$ cat config.mk
export PLATFORM = sky130hd
export DESIGN_NAME = atr_protocol_and_tck_check_flat
export DESIGN_NICKNAME = d
export VERILOG_FILES = /design/src/atrpc_pkg.sv /design/src/atrpc_if.sv /design/src/atrpc_parser.sv /design/src/atrpc_out_reg.sv /design/src/atr_protocol_and_tck_check.sv /design/src/flat_wrapper.sv
export SDC_FILE = /design/constraint.sdc
export NUM_CORES = 1
export LEC_CHECK = 0
export BUFFER_PORTS_ARGS = -buffer_cell sky130_fd_sc_hd__buf_2
export CAP_MARGIN = 30
export CORE_ASPECT_RATIO = 0.7
export CORE_MARGIN = 3
export CORE_UTILIZATION = 45
export CTS_CLUSTER_DIAMETER = 40
export CTS_CLUSTER_SIZE = 16
export DETAILED_ROUTE_END_ITERATION = 8
export PLACE_DENSITY = 0.74
export SKIP_CTS_REPAIR_TIMING = 1
export SYNTH_ARGS = -nofsm -noshare
export SYNTH_HDL_FRONTEND = slang
export SYNTH_SLANG_ARGS = --single-unit
$ cat constraint.sdc
create_clock -name clk_i -period 3.5 [get_ports clk_i]
set_input_delay 0.7 -clock clk_i [delete_from_list [all_inputs] [get_ports clk_i]]
set_output_delay 0.7 -clock clk_i [all_outputs]
set_load 0.01 [all_outputs]
$ cat src/atrpc_pkg.sv
`timescale 1ns / 1ps

package atrpc_pkg;

  localparam int unsigned MaxAtrBytes = 33;
  localparam int unsigned IdxW = $clog2(MaxAtrBytes + 1);

  typedef logic [IdxW-1:0] idx_t;

  localparam idx_t IdxLimit = idx_t'(MaxAtrBytes);
  localparam idx_t IdxT0 = idx_t'(1);
  localparam idx_t IdxFirstIf = idx_t'(2);

  localparam logic [7:0] MaskDefault = 8'h01;

  typedef struct packed {
    logic [7:0] protocol_mask;
    logic       tck_checked;
    logic       tck_ok;
  } atrpc_result_t;

endpackage

$ cat src/atrpc_if.sv
`timescale 1ns / 1ps

interface atrpc_byte_if;
  logic       valid;
  logic       ready;
  logic [7:0] atr_byte;
  logic       last_byte;

  modport source (output valid, output atr_byte, output last_byte, input ready);
  modport sink (input valid, input atr_byte, input last_byte, output ready);
endinterface

interface atrpc_result_if;
  logic       valid;
  logic       ready;
  logic [7:0] protocol_mask;
  logic       tck_checked;
  logic       tck_ok;

  modport source (output valid, output protocol_mask, output tck_checked, output tck_ok,
                  input ready);
  modport sink (input valid, input protocol_mask, input tck_checked, input tck_ok,
                output ready);
endinterface

$ cat src/atrpc_parser.sv
`timescale 1ns / 1ps

module atrpc_parser (
  input  logic                    clk_i,
  input  logic                    rst_ni,
  input  logic                    accept_i,
  input  logic [7:0]              atr_byte_i,
  input  logic                    last_byte_i,
  output logic                    res_valid_o,
  output atrpc_pkg::atrpc_result_t res_o
);
  import atrpc_pkg::*;

  idx_t       idx_q, idx_d;
  logic [1:0] skip_q, skip_d;
  logic       td_pend_q, td_pend_d;
  logic       done_q, done_d;
  logic       first_td_q, first_td_d;
  logic       tck_exp_q, tck_exp_d;
  logic [7:0] mask_q, mask_d;
  logic [7:0] xor_q, xor_d;

  logic [3:0] y_nib;
  logic       load_y;
  logic [7:0] proto_bit;

  always_comb begin
    idx_d      = idx_q;
    skip_d     = skip_q;
    td_pend_d  = td_pend_q;
    done_d     = done_q;
    first_td_d = first_td_q;
    tck_exp_d  = tck_exp_q;
    mask_d     = mask_q;
    xor_d      = xor_q;
    y_nib      = atr_byte_i[7:4];
    load_y     = 1'b0;
    proto_bit  = 8'h00;
    proto_bit[atr_byte_i[2:0]] = ~atr_byte_i[3];

    if (idx_q < IdxLimit) begin
      if (idx_q >= IdxT0) begin
        xor_d = xor_q ^ atr_byte_i;
      end
      if (idx_q == IdxT0) begin
        load_y = 1'b1;
      end else if (idx_q >= IdxFirstIf && !done_q) begin
        if (skip_q != 2'd0) begin
          skip_d = skip_q - 2'd1;
        end else if (td_pend_q) begin
          mask_d = mask_q | proto_bit;
          if (!first_td_q) begin
            first_td_d = 1'b1;
            tck_exp_d  = atr_byte_i[0];
          end
          load_y = 1'b1;
        end
      end
      idx_d = idx_q + idx_t'(1);
    end

    if (load_y) begin
      skip_d    = {1'b0, y_nib[0]} + {1'b0, y_nib[1]} + {1'b0, y_nib[2]};
      td_pend_d = y_nib[3];
      done_d    = ~y_nib[3];
    end
  end

  always_comb begin
    res_valid_o         = accept_i && last_byte_i;
    res_o.protocol_mask = 8'h00;
    if (idx_d >= IdxFirstIf) begin
      res_o.protocol_mask = (mask_d != 8'h00) ? mask_d : MaskDefault;
    end
    res_o.tck_checked = first_td_d & tck_exp_d;
    res_o.tck_ok      = first_td_d & tck_exp_d & (xor_d == 8'h00);
  end

  always_ff @(posedge clk_i or negedge rst_ni) begin
    if (!rst_ni) begin
      idx_q      <= '0;
      skip_q     <= '0;
      td_pend_q  <= 1'b0;
      done_q     <= 1'b0;
      first_td_q <= 1'b0;
      tck_exp_q  <= 1'b0;
      mask_q     <= '0;
      xor_q      <= '0;
    end else if (accept_i) begin
      if (last_byte_i) begin
        idx_q      <= '0;
        skip_q     <= '0;
        td_pend_q  <= 1'b0;
        done_q     <= 1'b0;
        first_td_q <= 1'b0;
        tck_exp_q  <= 1'b0;
        mask_q     <= '0;
        xor_q      <= '0;
      end else begin
        idx_q      <= idx_d;
        skip_q     <= skip_d;
        td_pend_q  <= td_pend_d;
        done_q     <= done_d;
        first_td_q <= first_td_d;
        tck_exp_q  <= tck_exp_d;
        mask_q     <= mask_d;
        xor_q      <= xor_d;
      end
    end
  end

endmodule

$ cat src/atrpc_out_reg.sv
`timescale 1ns / 1ps

module atrpc_out_reg (
  input  logic                    clk_i,
  input  logic                    rst_ni,
  input  logic                    load_i,
  input  atrpc_pkg::atrpc_result_t res_i,
  input  logic                    out_ready_i,
  output logic                    out_valid_o,
  output atrpc_pkg::atrpc_result_t res_o,
  output logic                    in_ready_o
);
  import atrpc_pkg::*;

  logic          valid_q, valid_d;
  atrpc_result_t res_q;

  assign in_ready_o  = !valid_q || out_ready_i;
  assign out_valid_o = valid_q;
  assign res_o       = res_q;

  always_comb begin
    valid_d = valid_q && !out_ready_i;
    if (load_i) begin
      valid_d = 1'b1;
    end
  end

  always_ff @(posedge clk_i or negedge rst_ni) begin
    if (!rst_ni) begin
      valid_q <= 1'b0;
    end else begin
      valid_q <= valid_d;
    end
  end

  always_ff @(posedge clk_i) begin
    if (load_i) begin
      res_q <= res_i;
    end
  end

endmodule

$ cat src/atr_protocol_and_tck_check.sv
`timescale 1ns / 1ps

// Answer-to-reset parser. Bytes of one answer-to-reset enter on atr_i, TS
// first, with last_byte set on the final item. Interface bytes announced by
// each Y nibble are skipped, protocol numbers below 8 from every TD byte are
// collected, and bytes from T0 onward are XORed for the TCK check.
// One result item leaves on res_o for each input item marked last; other
// items cause no result. The result appears in the cycle after the marked item
// is accepted. An input item can be accepted every cycle unless stalled; the
// only storage on the path is the parser state and a single output register.
// When the receiver stalls with a result pending, atr_i.ready drops until
// that result is taken; with the output register empty or being drained,
// input keeps flowing. Reset clears the parser state and empties the output
// register, so the next byte is treated as TS. Bytes past the maximum
// answer-to-reset length are ignored, but a last mark on them still ends it.
module atr_protocol_and_tck_check (
  input  logic   clk_i,
  input  logic   rst_ni,
  atrpc_byte_if.sink     atr_i,
  atrpc_result_if.source res_o
);
  import atrpc_pkg::*;

  logic          accept;
  logic          res_valid;
  atrpc_result_t res_next;
  atrpc_result_t res_held;
  logic          in_ready;

  assign atr_i.ready = in_ready;
  assign accept      = atr_i.valid && in_ready;

  atrpc_parser u_parser (
    .clk_i       (clk_i),
    .rst_ni      (rst_ni),
    .accept_i    (accept),
    .atr_byte_i  (atr_i.atr_byte),
    .last_byte_i (atr_i.last_byte),
    .res_valid_o (res_valid),
    .res_o       (res_next)
  );

  atrpc_out_reg u_out_reg (
    .clk_i       (clk_i),
    .rst_ni      (rst_ni),
    .load_i      (res_valid),
    .res_i       (res_next),
    .out_ready_i (res_o.ready),
    .out_valid_o (res_o.valid),
    .res_o       (res_held),
    .in_ready_o  (in_ready)
  );

  assign res_o.protocol_mask = res_held.protocol_mask;
  assign res_o.tck_checked   = res_held.tck_checked;
  assign res_o.tck_ok        = res_held.tck_ok;

  a_stall_only_on_pending: assert property (@(posedge clk_i) disable iff (!rst_ni)
    !atr_i.ready |-> (res_o.valid && !res_o.ready))
    else $error("input stalled without a pending result");

  a_result_follows_last: assert property (@(posedge clk_i) disable iff (!rst_ni)
    (atr_i.valid && atr_i.ready && atr_i.last_byte) |=> res_o.valid)
    else $error("no result after last item");

  a_no_result_without_last: assert property (@(posedge clk_i) disable iff (!rst_ni)
    (!res_o.valid || res_o.ready) |=>
      (!res_o.valid || $past(atr_i.valid && atr_i.ready && atr_i.last_byte)))
    else $error("result without a last item");

  a_ok_needs_checked: assert property (@(posedge clk_i) disable iff (!rst_ni)
    (res_o.valid && res_o.tck_ok) |-> res_o.tck_checked)
    else $error("tck_ok set without tck_checked");

endmodule
$ cat src/flat_wrapper.sv
// flat-port wrapper written by rule: the top's interface ports become plain ports
module atr_protocol_and_tck_check_flat import atrpc_pkg::*;
  (clk_i, rst_ni, atr_i_valid, atr_i_atr_byte, atr_i_last_byte, atr_i_ready, res_o_valid, res_o_protocol_mask, res_o_tck_checked, res_o_tck_ok, res_o_ready);
  atrpc_byte_if atr_i_i ();
  atrpc_result_if res_o_i ();
  input  logic clk_i;
  input  logic rst_ni;
  input wire logic [$bits(atr_i_i.valid)-1:0] atr_i_valid;
  input wire logic [$bits(atr_i_i.atr_byte)-1:0] atr_i_atr_byte;
  input wire logic [$bits(atr_i_i.last_byte)-1:0] atr_i_last_byte;
  output wire logic [$bits(atr_i_i.ready)-1:0] atr_i_ready;
  output wire logic [$bits(res_o_i.valid)-1:0] res_o_valid;
  output wire logic [$bits(res_o_i.protocol_mask)-1:0] res_o_protocol_mask;
  output wire logic [$bits(res_o_i.tck_checked)-1:0] res_o_tck_checked;
  output wire logic [$bits(res_o_i.tck_ok)-1:0] res_o_tck_ok;
  input wire logic [$bits(res_o_i.ready)-1:0] res_o_ready;
  assign atr_i_i.valid = atr_i_valid;
  assign atr_i_i.atr_byte = atr_i_atr_byte;
  assign atr_i_i.last_byte = atr_i_last_byte;
  assign atr_i_ready = atr_i_i.ready;
  assign res_o_valid = res_o_i.valid;
  assign res_o_protocol_mask = res_o_i.protocol_mask;
  assign res_o_tck_checked = res_o_i.tck_checked;
  assign res_o_tck_ok = res_o_i.tck_ok;
  assign res_o_i.ready = res_o_ready;
  atr_protocol_and_tck_check u_core (.clk_i(clk_i), .rst_ni(rst_ni), .atr_i(atr_i_i), .res_o(res_o_i));
endmodule
==> metrics.md, run 1 <==
| Metric | Value |
|---|---|
| Status | `completed` |
| Fillers | `437` |
| Pwr/cell area | `608 nW/um^2` |
| Buffers and inverters on the worst path | `1` |
| PortBufs | `24` |
| Vias in the first global route | `1,774` |
| Clk_skew | `0.0104 ns` |
| GRT Total Usage | `0.183` |
| Diodes inserted | `0` |
| RSZ-0062 raised after global routing | `false` |
| Via/cell ratio | `5.75` |
| Cts bufs inserted | `5` |
| TNS Setup | `0 ns` |
| Top cells by area, synth | `dfrtp_1 31%, edfxtp_1 13%, nor2_1 5.6%` |
| Cell-by-cell listing of the critical path | `inv_1 -> ha_1 -> or4b_1 -> a22o_2 -> nor3_1 -> mux2i_1 -> a21oi_1` |
| Min Tclk post-route | `2.44 ns` |
| Initial detailed-routing violation count | `192` |
| Core Region | `4910 sq um` |
| Vias | `1,983` |
| Die area | `6170 sq um` |
| CP max FO | `6` |
| CTS tree | `done` |
| Synth cell types | `52` |
| Fin nets | `294` |
| Post-DP HPWL | `3830 um` |
| Total gr overflow | `0` |
| Largest net degree at the start of global routing | `30` |
| Wire length per cell | `15.4 um` |
| Max-slew violations | `0` |
| Post-synthesis sequential area ratio | `0.434` |
| Gpl congestion | `0.891` |
| Clock Sinks | `39` |
| EDFF count, synth | `10` |
| Syn avg cell area | `9.24 sq um` |
| Chip Width | `92.6 um` |
| Syn_nets | `275` |
| H-tree Lvls | `2` |
| Worst Setup Slack, final | `1.06 ns` |
| CP endpoint kind | `register` |
| Yosys warning count | `0` |
| Peak supply drop | `0.331 mV` |
| First drt pass iteration count | `4` |
| Crit Path Category | `reg -> reg` |
| Maximum clock rate | `410 MHz` |
| Remaining antenna violation count | `0` |
| Max-cap violations | `0` |
| CTS root buf | `clkbuf_8` |
| Critical Path Source Type | `register` |
| Share of cells above drive strength 1 | `0.167` |
| Drc violations | `0` |
| Initial antenna violation count | `0` |
| Main synth FF type | `dfrtp_1` |
| Final setup viols | `0` |
| Post-Syn Instances | `256` |
| Crit-path slowest cell | `or4b_1` |
| Syn Std Cell Area | `2360 sq um` |
| Post-place setup slack | `1.16 ns` |
| Cell class contributing the biggest share of worst-path delay | `simple AND/OR/NAND/NOR gates` |
| Yosys reg bits | `39` |
| Initial core utilization | `0.481` |
| Yosys top cell by area | `dfrtp_1` |
| Final Hold Fails | `0` |
| Area share of the largest cell type after synthesis | `0.307` |
| Wirelength, routed | `5310 um` |
| Fin crit share | `0.697` |
| Slew @ Worst Pin | `0.804 ns` |
| WP data required | `3.53 ns` |
| Worst skew pair latency | `0.29 ns` |
| Total power | `1.60 mW` |
| Hold Path Class | `in -> async` |
| Clock-pin slew on the worst setup and hold paths | `0.09 ns` |
| WP data arrival | `2.47 ns` |
| First-pass GRT wire length | `8930 um` |
| Boundary Pins | `25` |
| CP peak stage delay | `0.48 ns` |
| Leakage | `1.11 nW` |
| Relative slew slack | `0.462` |
| Async SR Flop Fraction | `0.744` |
| Chip Height | `66.7 um` |
| Max clock buf depth | `2` |
| Rows | `21` |
| Layout Area Growth over Synthesis | `11.5%` |
[power breakdown]
group | switching (mW) | internal [mW]
clock network | 0.167 | 0.212
logic | 0.306 | 0.238
registers | 0.120 | 0.558
total | 0.594 | 1.01
[cells in the final DEF (no fill, tap or decap), drive strengths merged, types with 6 or more instances in the layout]
cell type,count
nor4,6
dfrtp,29
a21oi,13
edfxtp,10
mux2i,10
nor2,35
nand2,27
buf,26
a31oi,8
o21ai,20
inv,13
[final cells by class]
| type | instances | area [sq um] | area share |
|---|---|---|---|
| clock buffers | 5 | 68.8 | 0.0261 |
| clock inverters | 3 | 43.8 | 0.0166 |
| inverters | 13 | 48.8 | 0.0185 |
| multi-input cells | 190 | 1230 | 0.466 |
| flip-flops and latches | 39 | 1030 | 0.389 |
| well taps | 69 | 86.3 | 0.0327 |
| repair buffers | 26 | 135 | 0.0513 |
[routing by layer]
| layer | GRT usage | part of all wire | vias up |
|---|---|---|---|
| li1 | - | - | 965 |
| met1 | 0.272 | 0.50 | 942 |
| met2 | 0.276 | 0.42 | 72 |
| met3 | 0.0406 | 0.074 | 4 |
| met4 | 0.0347 | 0.0047 | 0 |
| met5 | 0 | 0 | - |
[metrics by stage]
step / cell area [sq um] / util / hold slack (ns) / std cells
floorplan: 2360 / - / 0.404 / 256
global placement: 2520 / 0.514 / 0.498 / 337
detailed placement: 2520 / 0.514 / 0.508 / 337
CTS: 2640 / 0.537 / 0.461 / 345
global route: 2640 / 0.537 / 0.498 / 345
finish: 2640 / 0.537 / 0.436 / 345
[flip-flops by register name (all words and copies together) (netlist names)]
| signal | count |
|---|---|
| u_core.u_out_reg.out_valid_o | 1 |
| u_core.u_out_reg.res_o | 10 |
| u_core.u_parser.done_q | 1 |
| u_core.u_parser.first_td_q | 1 |
| u_core.u_parser.idx_q | 6 |
| u_core.u_parser.mask_q | 8 |
| u_core.u_parser.skip_q | 2 |
| u_core.u_parser.tck_exp_q | 1 |
| u_core.u_parser.td_pend_q | 1 |
| u_core.u_parser.xor_q | 8 |
[path summary, 6_finish.rpt]
| path | cells past startpoint | end | slack (ns) | startpoint |
|---|---|---|---|---|
| max reg2reg | 7 | u_core.u_out_reg.res_o[2]$_SDFFCE_PN0P_ | 1.06 | u_core.u_parser.idx_q[0]$_DFFE_PN0P_ |
| max | 7 | u_core.u_out_reg.res_o[2]$_SDFFCE_PN0P_ | 1.06 | u_core.u_parser.idx_q[0]$_DFFE_PN0P_ |
| max in group asynchronous | 1 | u_core.u_parser.xor_q[1]$_DFFE_PN0P_ | 2.62 | rst_ni |
| min | 1 | u_core.u_parser.mask_q[0]$_DFFE_PN0P_ | 0.44 | rst_ni |
| min in group clk_i | 2 | u_core.u_parser.skip_q[1]$_DFFE_PN0P_ | 0.52 | u_core.u_parser.skip_q[1]$_DFFE_PN0P_ |
| min reg2reg | 2 | u_core.u_parser.skip_q[1]$_DFFE_PN0P_ | 0.52 | u_core.u_parser.skip_q[1]$_DFFE_PN0P_ |
[cell usage after synthesis, types with 4 or more instances]
| master | number |
|---|---|
| nor2_1 | 35 |
| dfrtp_1 | 29 |
| nand2_1 | 27 |
| o21ai_0 | 20 |
| a21oi_1 | 13 |
| inv_1 | 13 |
| edfxtp_1 | 10 |
| mux2i_1 | 10 |
| clkbuf_1 | 9 |
| a31oi_1 | 8 |
| ha_1 | 5 |
| nand3_1 | 5 |
| nor2b_1 | 5 |
| nor3_1 | 4 |
| nor4_1 | 4 |
| xnor2_1 | 4 |
[cells by family (layout without fill, tap and decap cells)]
logic type | Yosys count | after routing | share of synthesized area
and+or+nand+nor | 103 | 103 | 0.232
AOI/OAI and AO/OA | 67 | 67 | 0.195
DFF | 39 | 39 | 0.434
buffers and inverters | 27 | 47 | 0.0471
muxes | 10 | 10 | 0.0423
adders and majority gates | 6 | 6 | 0.0349
xor gates and xnor gates | 4 | 4 | 0.0148
Power figures use the tool's default switching activity.
==> run 2: changes to the inputs <==
- clock period: 3.5 -> 2.4 ns (I/O delays scaled with it)
==> run 2 against run 1 <==
  * Final area grew 2.6%
  * Core utilization grew 1.4 points
  * Worst hold slack lost 0.21 ns
  * Clock-buffer cell count is the same
  * Largest cell class unchanged
  * Largest power group unchanged
==> metrics.md, run 2 (synthesized netlist as in run 1, its figures left out) <==
| Metric | Value |
|---|---|
| Area taken by flip-flops and latches | `1030 sq um` |
| WP data arrival | `2.34 ns` |
| Chip Width | `92.6 um` |
| Max reg flops | `10` |
| RSZ-0062 raised after global routing | `false` |
| Via/cell ratio | `5.71` |
| Clk_skew | `0.00798 ns` |
| Post-DP HPWL | `3860 um` |
| Share of cells above drive strength 1 | `0.195` |
| Final Hold Fails | `0` |
| Most frequent cells in the layout | `34 x nor2_1, 29 x dfrtp_1, 27 x nand2_1` |
| Gpl congestion | `0.853` |
| Area occupied by multi-input gates | `1250 sq um` |
| CTS root buf | `clkbuf_8` |
| Worst skew pair latency | `0.29 ns` |
| Peak supply drop | `0.422 mV` |
| Maximum clock rate | `434 MHz` |
| Chip Height | `66.7 um` |
| Hold Path Class | `in -> async` |
| Leakage | `1.16 nW` |
| Rows | `21` |
| Die area | `6170 sq um` |
| Layout Area Growth over Synthesis | `14.4%` |
| PortBufs | `24` |
| Vias in the first global route | `1,947` |
| Critical Path Source Type | `register` |
| CP endpoint kind | `register` |
| Wirelength, routed | `5470 um` |
| Largest net degree at the start of global routing | `30` |
| Core Region | `4910 sq um` |
| CTS tree | `done` |
| H-tree Lvls | `2` |
| Max clock buf depth | `2` |
| First drt pass iteration count | `4` |
| Most common cell after layout, fill and taps aside | `nor2_1` |
| Wire length per cell | `15.6 um` |
| Pwr/cell area | `877 nW/um^2` |
| Clock Sinks | `39` |
| Initial detailed-routing violation count | `136` |
| Fin nets | `300` |
| Final Util | `0.551` |
| Crit Path Category | `reg -> reg` |
| Max-cap violations | `0` |
| First-pass GRT wire length | `9700 um` |
| Relative slew slack | `0.539` |
| GRT Total Usage | `0.199` |
| Initial core utilization | `0.481` |
| Status | `completed` |
| Remaining antenna violation count | `0` |
| Fin crit share | `0.961` |
| CP max FO | `8` |
| Diodes inserted | `0` |
| WP data required | `2.44 ns` |
| TNS Setup | `0 ns` |
| Vias | `2,004` |
| Drc violations | `0` |
| Final setup viols | `0` |
| Max-slew violations | `0` |
| Total gr overflow | `0` |
| Min Tclk post-route | `2.31 ns` |
| Slew @ Worst Pin | `0.692 ns` |
| Fillers | `458` |
| Boundary Pins | `25` |
| Initial antenna violation count | `0` |
| Clock-pin slew on the worst setup and hold paths | `0.08 ns` |
| Cts bufs inserted | `5` |
## run 2: through the flow
| step | hold slack, ns | instance area, sq um | setup WS (ns) | instances | power, mW |
|---|---|---|---|---|---|
| after floorplan | 0.184 | 2360 | 0.181 | 256 | 1.59 |
| after global placement | 0.497 | 2550 | 0.179 | 341 | 1.77 |
| after detailed placement | 0.501 | 2550 | 0.118 | 341 | 1.81 |
| after global routing | 0.295 | 2710 | 0.00693 | 351 | 2.56 |
| after CTS | 0.246 | 2670 | 0.0661 | 349 | 2.36 |
| final | 0.225 | 2710 | 0.0945 | 351 | 2.37 |
## run 2: layer usage
metal	GRT usage	vias to the layer above	routed length [um]
met5	0	-	0
met4	0.0494	0	24
met3	0.0384	2	419
met2	0.291	62	2340
met1	0.301	968	2690
li1	-	972	-
## run 2: cell type report
type                    count  share of cell area
flip-flops and latches     39               0.379
multi-input cells         190               0.463
well taps                  69              0.0319
clock inverters             3              0.0162
clock buffers               5              0.0254
inverters                  13              0.0180
repair buffers             32              0.0666
## run 2: worst paths after layout
| check | from | endpoint | slack (ns) | cells after the start |
|---|---|---|---|---|
| max | u_core.u_parser.idx_q[4]$_DFFE_PN0P_ | u_core.u_out_reg.res_o[8]$_SDFFCE_PN0P_ | 0.09 | 7 |
| min | rst_ni | u_core.u_parser.idx_q[3]$_DFFE_PN0P_ | 0.23 | 1 |
| max reg2reg | u_core.u_parser.idx_q[4]$_DFFE_PN0P_ | u_core.u_out_reg.res_o[8]$_SDFFCE_PN0P_ | 0.09 | 7 |
| min reg2reg | u_core.u_parser.skip_q[1]$_DFFE_PN0P_ | u_core.u_parser.skip_q[1]$_DFFE_PN0P_ | 0.51 | 2 |
| max in group asynchronous | rst_ni | u_core.u_parser.td_pend_q$_DFFE_PN0P_ | 1.72 | 1 |
| min in group clk_i | res_o_ready | u_core.u_out_reg.out_valid_o$_DFF_PN0_ | 0.49 | 3 |
## run 2: where the power goes
part / total [mW] / leakage, nW / switching [mW] / internal (mW)
Sequential: 0.988 / 0.481 / 0.174 / 0.814
Combinational: 0.834 / 0.617 / 0.461 / 0.373
Clock: 0.551 / 0.0581 / 0.241 / 0.310
## run 2: worst max-delay path, stage by stage, from the launching register on
cell and delay [ns]:
dfrtp_1 0.51, or4_4 0.60, o2111ai_4 0.28, buf_4 0.21, nor4_4 0.04, buf_4 0.16
a31oi_1 0.18, nor2_1 0.06
